===== src/hdl/gcode_line_classifier_defines.svh =====
// ----------------------------------------------------------------------------
// gcode_line_classifier_defines
// Assertion macros used by the classifier top level to check itself.
// ----------------------------------------------------------------------------
`ifndef GCODE_LINE_CLASSIFIER_DEFINES_SVH
`define GCODE_LINE_CLASSIFIER_DEFINES_SVH

// same-cycle implication, disabled during reset
`define GCL_ASSERT_NOW(label, ante, cons) \
    label: assert property (@(posedge i_clk) disable iff (!i_rst_n) (ante) |-> (cons)) \
        else $error("gcl check failed");

// next-cycle implication, disabled during reset
`define GCL_ASSERT_NEXT(label, ante, cons) \
    label: assert property (@(posedge i_clk) disable iff (!i_rst_n) (ante) |=> (cons)) \
        else $error("gcl check failed");

`endif


===== src/hdl/gcl_pkg.sv =====
// ----------------------------------------------------------------------------
// gcl_pkg
// Types, constants and the class lookup of the G-code line classifier.
// ----------------------------------------------------------------------------
package gcl_pkg;

    localparam int GCL_QUEUE_DEPTH = 4;
    localparam int GCL_VALUE_W     = 10;
    localparam int GCL_SUM_W       = 14;
    localparam logic [GCL_VALUE_W-1:0] GCL_VALUE_MAX = 10'd1023;

    typedef enum logic [3:0] {
        K_OTHER,
        K_NUL,
        K_EOL,
        K_MARK,
        K_BLANK,
        K_G,
        K_M,
        K_PLUS,
        K_MINUS,
        K_DIGIT
    } t_kind;

    typedef struct packed {
        t_kind       kind;
        logic [3:0]  digit;
        logic        last;
    } t_token;

    typedef struct packed {
        logic full;
        logic not_empty;
    } t_q_stat;

    typedef enum logic [3:0] {
        CL_NONE,
        CL_MOVE,
        CL_DWELL,
        CL_RETRACT,
        CL_INCH,
        CL_MM,
        CL_ABS,
        CL_REL,
        CL_EABS,
        CL_EREL,
        CL_MAXFEED,
        CL_ACCEL,
        CL_JDEV,
        CL_RLEN,
        CL_PLEN,
        CL_SPEEDOVER
    } t_class;

    function automatic t_class class_of(input logic is_m, input logic neg,
                                        input logic [GCL_VALUE_W-1:0] v);
        t_class c;
        c = CL_NONE;
        if (!(neg && (v != '0))) begin
            if (!is_m) begin
                case (v)
                    10'd0, 10'd1:   c = CL_MOVE;
                    10'd4:          c = CL_DWELL;
                    10'd10, 10'd11: c = CL_RETRACT;
                    10'd20:         c = CL_INCH;
                    10'd21:         c = CL_MM;
                    10'd90:         c = CL_ABS;
                    10'd91:         c = CL_REL;
                    default:        c = CL_NONE;
                endcase
            end else begin
                case (v)
                    10'd82:  c = CL_EABS;
                    10'd83:  c = CL_EREL;
                    10'd203: c = CL_MAXFEED;
                    10'd204: c = CL_ACCEL;
                    10'd205: c = CL_JDEV;
                    10'd207: c = CL_RLEN;
                    10'd208: c = CL_PLEN;
                    10'd220: c = CL_SPEEDOVER;
                    default: c = CL_NONE;
                endcase
            end
        end
        return c;
    endfunction

endpackage


===== src/hdl/gcl_front.sv =====
// ----------------------------------------------------------------------------
// gcl_front
// Accepts input beats and sorts each byte into a token kind for the queue.
// ----------------------------------------------------------------------------
module gcl_front (
    input  logic           i_valid,
    input  logic [7:0]     i_line_byte,
    input  logic           i_last_byte,
    output logic           o_ready,
    input  gcl_pkg::t_q_stat i_q_stat,
    output logic           o_push,
    output gcl_pkg::t_token  o_token
);
    import gcl_pkg::*;

    t_kind kind;

    always_comb begin
        case (i_line_byte)
            8'h00:                      kind = K_NUL;
            8'h0A, 8'h0D:               kind = K_EOL;
            8'h3B, 8'h23:               kind = K_MARK;
            8'h20, 8'h09, 8'h0B, 8'h0C: kind = K_BLANK;
            8'h47, 8'h67:               kind = K_G;
            8'h4D, 8'h6D:               kind = K_M;
            8'h2B:                      kind = K_PLUS;
            8'h2D:                      kind = K_MINUS;
            default: begin
                if (i_line_byte >= 8'h30 && i_line_byte <= 8'h39) begin
                    kind = K_DIGIT;
                end else begin
                    kind = K_OTHER;
                end
            end
        endcase
    end

    assign o_ready       = !i_q_stat.full;
    assign o_push        = i_valid && !i_q_stat.full;
    assign o_token.kind  = kind;
    assign o_token.digit = i_line_byte[3:0];
    assign o_token.last  = i_last_byte;

endmodule


===== src/hdl/gcl_queue.sv =====
// ----------------------------------------------------------------------------
// gcl_queue
// Short token queue between the classifying front and the parsing back.
// ----------------------------------------------------------------------------
module gcl_queue #(
    parameter int QUEUE_DEPTH = gcl_pkg::GCL_QUEUE_DEPTH
) (
    input  logic                           i_clk,
    input  logic                           i_rst_n,
    input  logic                           i_push,
    input  gcl_pkg::t_token                i_token,
    input  logic                           i_pop,
    output gcl_pkg::t_token                o_token,
    output gcl_pkg::t_q_stat               o_stat,
    output logic [$clog2(QUEUE_DEPTH+1)-1:0] o_count
);
    import gcl_pkg::*;

    localparam int PW = $clog2(QUEUE_DEPTH);
    localparam int CW = $clog2(QUEUE_DEPTH + 1);

    t_token        r_mem [QUEUE_DEPTH];
    logic [PW-1:0] r_wr;
    logic [PW-1:0] r_rd;
    logic [CW-1:0] r_count;
    logic [PW-1:0] n_wr;
    logic [PW-1:0] n_rd;
    logic [CW-1:0] n_count;

    always_comb begin
        n_wr    = r_wr;
        n_rd    = r_rd;
        n_count = r_count;
        if (i_push) begin
            n_wr = (r_wr == PW'(QUEUE_DEPTH - 1)) ? '0 : r_wr + 1'b1;
        end
        if (i_pop) begin
            n_rd = (r_rd == PW'(QUEUE_DEPTH - 1)) ? '0 : r_rd + 1'b1;
        end
        if (i_push && !i_pop) begin
            n_count = r_count + 1'b1;
        end else if (!i_push && i_pop) begin
            n_count = r_count - 1'b1;
        end
    end

    always_ff @(posedge i_clk) begin
        if (!i_rst_n) begin
            r_wr    <= '0;
            r_rd    <= '0;
            r_count <= '0;
        end else begin
            r_wr    <= n_wr;
            r_rd    <= n_rd;
            r_count <= n_count;
        end
    end

    always_ff @(posedge i_clk) begin
        if (i_push) begin
            r_mem[r_wr] <= i_token;
        end
    end

    assign o_token          = r_mem[r_rd];
    assign o_stat.full      = (r_count == CW'(QUEUE_DEPTH));
    assign o_stat.not_empty = (r_count != '0);
    assign o_count          = r_count;

endmodule


===== src/hdl/gcl_back.sv =====
// ----------------------------------------------------------------------------
// gcl_back
// Walks the token stream of a line and registers its command class.
// ----------------------------------------------------------------------------
module gcl_back (
    input  logic             i_clk,
    input  logic             i_rst_n,
    input  gcl_pkg::t_token  i_token,
    input  gcl_pkg::t_q_stat i_q_stat,
    output logic             o_pop,
    output logic             o_valid,
    input  logic             i_ready,
    output logic [3:0]       o_command_class
);
    import gcl_pkg::*;

    typedef enum logic [2:0] {
        PH_SCAN,
        PH_WS,
        PH_SIGN,
        PH_DIGITS,
        PH_DONE
    } t_phase;

    t_phase                 r_phase;
    logic                   r_is_m;
    logic                   r_neg;
    logic [GCL_VALUE_W-1:0] r_value;
    t_class                 r_decided;
    logic                   r_out_valid;
    t_class                 r_out_class;

    t_phase                 n_phase;
    logic                   n_is_m;
    logic                   n_neg;
    logic [GCL_VALUE_W-1:0] n_value;
    t_class                 n_decided;
    t_class                 line_class;
    logic [GCL_SUM_W-1:0]   sum;
    logic [GCL_VALUE_W-1:0] sat_value;
    logic                   can_load;

    assign sum = GCL_SUM_W'(r_value) * GCL_SUM_W'(10)
               + GCL_SUM_W'(i_token.digit);
    assign sat_value = (sum > GCL_SUM_W'(GCL_VALUE_MAX)) ? GCL_VALUE_MAX
                                                         : sum[GCL_VALUE_W-1:0];

    always_comb begin
        n_phase   = r_phase;
        n_is_m    = r_is_m;
        n_neg     = r_neg;
        n_value   = r_value;
        n_decided = r_decided;
        case (r_phase)
            PH_SCAN: begin
                case (i_token.kind)
                    K_NUL, K_EOL, K_MARK: begin
                        n_decided = CL_NONE;
                        n_phase   = PH_DONE;
                    end
                    K_G: begin
                        n_is_m  = 1'b0;
                        n_phase = PH_WS;
                    end
                    K_M: begin
                        n_is_m  = 1'b1;
                        n_phase = PH_WS;
                    end
                    default: ;
                endcase
            end
            PH_WS: begin
                case (i_token.kind)
                    K_BLANK, K_EOL: ;
                    K_PLUS, K_MINUS: begin
                        n_neg   = (i_token.kind == K_MINUS);
                        n_phase = PH_SIGN;
                    end
                    K_DIGIT: begin
                        n_value = sat_value;
                        n_phase = PH_DIGITS;
                    end
                    default: begin
                        n_decided = class_of(r_is_m, r_neg, r_value);
                        n_phase   = PH_DONE;
                    end
                endcase
            end
            PH_SIGN, PH_DIGITS: begin
                if (i_token.kind == K_DIGIT) begin
                    n_value = sat_value;
                    n_phase = PH_DIGITS;
                end else begin
                    n_decided = class_of(r_is_m, r_neg, r_value);
                    n_phase   = PH_DONE;
                end
            end
            default: n_phase = PH_DONE;
        endcase
    end

    always_comb begin
        case (n_phase)
            PH_DONE: line_class = n_decided;
            PH_SCAN: line_class = CL_NONE;
            default: line_class = class_of(n_is_m, n_neg, n_value);
        endcase
    end

    assign can_load = !r_out_valid || i_ready;
    assign o_pop    = i_q_stat.not_empty && (!i_token.last || can_load);

    always_ff @(posedge i_clk) begin
        if (!i_rst_n) begin
            r_phase     <= PH_SCAN;
            r_is_m      <= 1'b0;
            r_neg       <= 1'b0;
            r_value     <= '0;
            r_decided   <= CL_NONE;
            r_out_valid <= 1'b0;
        end else begin
            if (o_pop && i_token.last) begin
                r_out_valid <= 1'b1;
            end else if (r_out_valid && i_ready) begin
                r_out_valid <= 1'b0;
            end
            if (o_pop) begin
                if (i_token.last) begin
                    r_phase     <= PH_SCAN;
                    r_is_m      <= 1'b0;
                    r_neg       <= 1'b0;
                    r_value     <= '0;
                    r_decided   <= CL_NONE;
                    r_out_class <= line_class;
                end else begin
                    r_phase   <= n_phase;
                    r_is_m    <= n_is_m;
                    r_neg     <= n_neg;
                    r_value   <= n_value;
                    r_decided <= n_decided;
                end
            end
        end
    end

    assign o_valid         = r_out_valid;
    assign o_command_class = r_out_class;

endmodule


===== src/hdl/gcode_line_classifier.sv =====
// ----------------------------------------------------------------------------
// gcode_line_classifier
// Classifies a G-code line, one byte per beat, into a command class.
//
//   channel | direction | handshake          | payload
//   --------+-----------+--------------------+-------------------------------
//   line    | in        | i_valid / o_ready  | i_line_byte, i_last_byte
//   class   | out       | o_valid / i_ready  | o_command_class
//
// One byte per cycle is taken while the queue is not full. The last byte
// of a line is first written into the queue, and its class is registered
// in the back part at the edge where that byte leaves the queue; o_valid
// rises only after both.
// Reset is synchronous; no clearing pass, the block is ready right after.
// A stalled class output holds only the last byte of the next line; the
// queue keeps taking bytes until it holds QUEUE_DEPTH of them.
// ----------------------------------------------------------------------------
`include "gcode_line_classifier_defines.svh"

module gcode_line_classifier #(
    parameter int QUEUE_DEPTH = gcl_pkg::GCL_QUEUE_DEPTH
) (
    input  logic       i_clk,
    input  logic       i_rst_n,
    input  logic       i_valid,
    output logic       o_ready,
    input  logic [7:0] i_line_byte,
    input  logic       i_last_byte,
    output logic       o_valid,
    input  logic       i_ready,
    output logic [3:0] o_command_class
);
    import gcl_pkg::*;

    localparam int CW = $clog2(QUEUE_DEPTH + 1);

    logic          q_push;
    logic          q_pop;
    t_token        front_token;
    t_token        q_token;
    t_q_stat       q_stat;
    logic [CW-1:0] q_count;

    gcl_front u_front (
        .i_valid     (i_valid),
        .i_line_byte (i_line_byte),
        .i_last_byte (i_last_byte),
        .o_ready     (o_ready),
        .i_q_stat    (q_stat),
        .o_push      (q_push),
        .o_token     (front_token)
    );

    gcl_queue #(
        .QUEUE_DEPTH (QUEUE_DEPTH)
    ) u_queue (
        .i_clk   (i_clk),
        .i_rst_n (i_rst_n),
        .i_push  (q_push),
        .i_token (front_token),
        .i_pop   (q_pop),
        .o_token (q_token),
        .o_stat  (q_stat),
        .o_count (q_count)
    );

    gcl_back u_back (
        .i_clk           (i_clk),
        .i_rst_n         (i_rst_n),
        .i_token         (q_token),
        .i_q_stat        (q_stat),
        .o_pop           (q_pop),
        .o_valid         (o_valid),
        .i_ready         (i_ready),
        .o_command_class (o_command_class)
    );

    `GCL_ASSERT_NEXT(a_count_push, q_push && !q_pop, q_count == CW'($past(q_count) + 1'b1))
    `GCL_ASSERT_NOW(a_ready_full, !o_ready, q_count == CW'(QUEUE_DEPTH))
    `GCL_ASSERT_NEXT(a_last_gives_class, q_pop && q_token.last, o_valid)

endmodule


===== config.mk =====
export PLATFORM = sky130hd
export DESIGN_NAME = gcode_line_classifier
export DESIGN_NICKNAME = d
export VERILOG_FILES = /design/src/hdl/gcl_pkg.sv /design/src/hdl/gcl_front.sv /design/src/hdl/gcl_queue.sv /design/src/hdl/gcl_back.sv /design/src/hdl/gcode_line_classifier.sv
export VERILOG_INCLUDE_DIRS = /design/src /design/src/hdl
export SDC_FILE = /design/constraint.sdc
export NUM_CORES = 1
export LEC_CHECK = 0
export ABC_CLOCK_PERIOD_IN_PS = 4350
export BUFFER_PORTS_ARGS = -buffer_cell sky130_fd_sc_hd__buf_4
export CORE_AREA = 2 2 125 127
export CTS_BUF_LIST = sky130_fd_sc_hd__clkbuf_4
export CTS_CLUSTER_SIZE = 12
export DETAILED_ROUTE_END_ITERATION = 16
export DIE_AREA = 0 0 127 129
export PLACE_DENSITY_LB_ADDON = 0.25
export SYNTH_ARGS = -nofsm -noshare
export SYNTH_HDL_FRONTEND = slang
export SYNTH_HIERARCHICAL = 1
export SYNTH_SLANG_ARGS = --single-unit
export TNS_END_PERCENT = 10

===== constraint.sdc =====
create_clock -name i_clk -period 4.35 [get_ports i_clk]
set_clock_uncertainty 0.2 [all_clocks]
set_input_delay 0.435 -clock i_clk [delete_from_list [all_inputs] [get_ports i_clk]]
set_output_delay 0.435 -clock i_clk [all_outputs]
set_load 0.01 [all_outputs]

==> flow_summary.yaml <==
placed_design:
  routabilityCongestion: 0.8821
  post_dp_cell_area_um2: 5757
  port_buffers: 18
  pre_cts_slack_ns: -0.05199
  detailedPlacementHpwl_um: 9883
timing:
  maxSlewHeadroom: 0.5835
  worst_hold_slack_ns: 0.08244
  max_slew.worst_pin.slew_ns: 0.6182
  maxSlewViolCount: 0
  fin_crit_ns: 4.234
  fin_tns_setup_ns: 0
  hold_viol: 0
  worst_slack_ns: 0.1162
  period_share: 0.9733
  final-setup-viol-count: 0
  fmax_mhz: 236.2
worst_setup_path:
  path_depth: 14
  path_cells: "ha_1, ha_2, inv_2, fa_2, nand2b_4, a211oi_2, and3_4, a31oi_4, or3_4, nor2_4, o2bb2ai_4, mux2_2, a311o_1, a32o_1"
  critPathRequiredTime_ns: 4.34
  r2r_cells: 14
  critical_path.startpoint_type: "register"
  critPathSlowestCell: "sky130_fd_sc_hd__or3_4"
  crit_path_max_fanout: 6
  r2r_start: "u_back/r_value[1]"
  criticalPathCategory: "register to register"
  critical_r2r_capture: "u_back/o_command_class[1]"
  cp_num_buf_inv: 1
  worst_ep_arrival_time_ns: 4.22
  timing.critical_path.slowest_cell_delay_ns: 0.47
  worst_setup_path_end_kind: "register"
  startpoint: "u_back/r_value[1]"
  critPathTopFamily: "compound AO/OA/AOI/OAI gates"
  setup_slack_on_the_worst_flop_to_flop_path_ns: 0.12
  timing.critical_path.to: "u_back/o_command_class[1]"
logic_synthesis:
  postSynth.asyncResetShare: 0
  ys_seq_elements: 69
  postSynth.topFlopCell: "sky130_fd_sc_hd__edfxtp_1"
  synth_cell_types: 89
  synthesis.nets: 569
  postSynthAreaPerCell_um2: 9.773
  part_of_the_yosys_area_used_for_sequential_elements: 0.3453
  area_of_the_mapped_netlist_um2: 5160
  synth_warnings: 6
  synth_enable_flop_cells: 40
  cells_after_synthesis: 528
final_layout:
  p_r_area_growth_vs_syn_pct: 18.28
  final_design_area_no_fill_um2: 6103
  layout_cells_sized_above_1: 0.2654
  leading_cell_type_in_the_layout_fill_and_taps_excluded: "sky130_fd_sc_hd__buf_4"
  insertedDiodeCount: 0
  fill_cells: 1444
  layout.cells.most_common_list: "71 x sky130_fd_sc_hd__buf_4, 40 x sky130_fd_sc_hd__edfxtp_1"
  finish.net_count: 620
global_route:
  global_route.overflow_total: 0
  grt_usage: 0.1618
  global_route_wire_length_before_repair_um: 21250
  first_global_vias: 4195
  grt_max_degree: 29
  initial_antenna_violation_count: 0
floorplan:
  dieWidth_um: 127
  row_count: 45
  die_y_um: 129
  core_area_um2: 14980
  design.portCount: 19
  initial_core_util: 0.3445
  design.die.area_um2: 16380
clock_tree:
  cts-root-buf: "sky130_fd_sc_hd__clkbuf_4"
  clock_h_tree_levels: 3
  clock_path_buffers: 2
  worst_setup_hold_path_clk_slew_ns: 0.13
  tritoncts: "done"
  clock_net_sink_count: 69
  cts-buffers-inserted: 9
  clk_latency_ns: 0.42
route:
  drt_wl_total_um: 13110
  ant_nets: 0
  via_per_instance_ratio: 5.622
  dr.pass1.iters: 5
  post-route-drc-count: 0
  vias: 4340
  1st_iter_drt_viols: 273
  detail_route.wl_per_cell_um: 16.98
pwr:
  power_density_nw_per_um2: 373.3
  design_power_total_mw: 2.278
  vdd_drop_max_mv: 0.2143
  power.static_leakage_nw: 2.216
hold_path:
  hold-path-cell-count: 1
  hp-class: "primary input to register"
job:
  drv.max_cap_violation_count: 0
status:
  outcome: "completed"
final cells by class:
type                    count  area [µm²]  area share
multi-input cells         409        3284      0.5381
flip-flops and latches     69        1789      0.2932
clock buffers              10       75.07     0.01230
clock inverters             6       93.84     0.01538
repair buffers             74       565.5     0.09266
inverters                  16       60.06    0.009840
well taps                 188       235.2     0.03854
cells by family (layout without fill, tap and decap cells):
kind of cell	count (synthesis)	count (layout)	synth area share
AO/OA/AOI/OAI	147	147	0.2216
flip-flops	69	69	0.3453
buffers and inverters	50	106	0.04631
multiplexers	14	14	0.04922
XOR/XNOR	17	17	0.03395
AND/OR/NAND/NOR	202	202	0.2294
adder cells (fa/ha/maj)	29	29	0.07420
Yosys cell counts, types with 5 or more instances:
cell type | number | area, µm²
sky130_fd_sc_hd__mux4_2 | 9 | 202.7
sky130_fd_sc_hd__a31oi_1 | 8 | 50.05
sky130_fd_sc_hd__nand2b_1 | 7 | 43.79
sky130_fd_sc_hd__or3_1 | 8 | 50.05
sky130_fd_sc_hd__nand3b_1 | 5 | 37.54
sky130_fd_sc_hd__a22oi_1 | 11 | 82.58
sky130_fd_sc_hd__o21ai_0 | 18 | 90.09
sky130_fd_sc_hd__o211ai_1 | 6 | 45.04
sky130_fd_sc_hd__a32o_1 | 8 | 80.08
sky130_fd_sc_hd__and2_1 | 8 | 50.05
sky130_fd_sc_hd__nand2_1 | 31 | 116.4
sky130_fd_sc_hd__ha_1 | 25 | 312.8
sky130_fd_sc_hd__nor2_1 | 33 | 123.9
sky130_fd_sc_hd__inv_1 | 16 | 60.06
sky130_fd_sc_hd__o21a_1 | 5 | 37.54
sky130_fd_sc_hd__nand3_1 | 14 | 70.07
sky130_fd_sc_hd__clkbuf_1 | 23 | 86.33
sky130_fd_sc_hd__xnor2_1 | 11 | 96.34
sky130_fd_sc_hd__edfxtp_1 | 40 | 1201
sky130_fd_sc_hd__nor3_1 | 17 | 85.08
sky130_fd_sc_hd__and3_1 | 5 | 31.28
sky130_fd_sc_hd__dfxtp_1 | 29 | 580.6
sky130_fd_sc_hd__nor2b_1 | 31 | 193.9
sky130_fd_sc_hd__or2_2 | 5 | 31.28
sky130_fd_sc_hd__nor3b_1 | 7 | 52.55
sky130_fd_sc_hd__a21o_1 | 5 | 37.54
sky130_fd_sc_hd__a21oi_1 | 33 | 165.2
sky130_fd_sc_hd__buf_4 | 5 | 37.54
worst min-delay path by stage:
| stage | slack (ns) | startpoint | to |
|---|---|---|---|
| after CTS | 0.04 | i_line_byte[1] | u_queue/r_mem[2][2] |
| after floorplan | 0.26 | u_queue/o_count[2] | u_queue/o_count[2] |
| after detailed placement | 0.28 | u_queue/o_count[2] | u_queue/o_count[2] |
| after global routing | 0.06 | i_line_byte[1] | u_queue/r_mem[2][2] |
| after global placement | 0.28 | u_queue/o_count[2] | u_queue/o_count[2] |
| final | 0.08 | i_line_byte[1] | u_queue/r_mem[2][2] |
worst reg2reg max path: cells and delay by family (launching register included):
family	cells	cell delay (ns)
flip-flops	1	0.34
AND/OR/NAND/NOR	4	1.06
AO/OA/AOI/OAI	5	1.09
adder cells (fa/ha/maj)	3	0.91
multiplexers	1	0.36
buffers and inverters	1	0.06
routing by layer:
layer,vias to the layer above,part of all wire,global-route usage
met5,-,0,0
met4,0,0.011,0.04719
met3,13,0.035,0.03326
met2,93,0.49,0.2739
met1,2119,0.46,0.2104
li1,2115,-,-
sequential cells by signal (all words and copies together) (netlist names), named ones only:
name / cells
u_back/r_decided: 4
u_back/o_valid: 1
u_queue/r_mem: 36
u_queue/r_rd: 2
u_queue/o_count: 3
u_queue/r_wr: 2
u_back/r_is_m: 1
u_back/r_value: 10
u_back/o_command_class: 4
u_back/r_phase: 3
u_back/r_neg: 1
per-stage QoR:
step,utilization,instances
2_1_floorplan,-,528
4_1_cts,0.3975,769
6_report,0.4075,772
3_3_place_gp,0.3844,752
3_5_place_dp,0.3844,752
5_1_grt,0.4075,772
power by group:
group	switching [mW]	internal [mW]
clock network	0.249	0.245
logic	0.556	0.398
registers	0.0549	0.777
total	0.859	1.42
repair_timing:
action	in CTS	in global routing
endpoints found under the setup margin	2	4
setup buffers	0	3
gates resized for setup	3	33
pin swaps	2	12
hold endpoints to repair	4	0
hold buffers	1	0
Note: power is estimated with default switching activity, not from simulation.
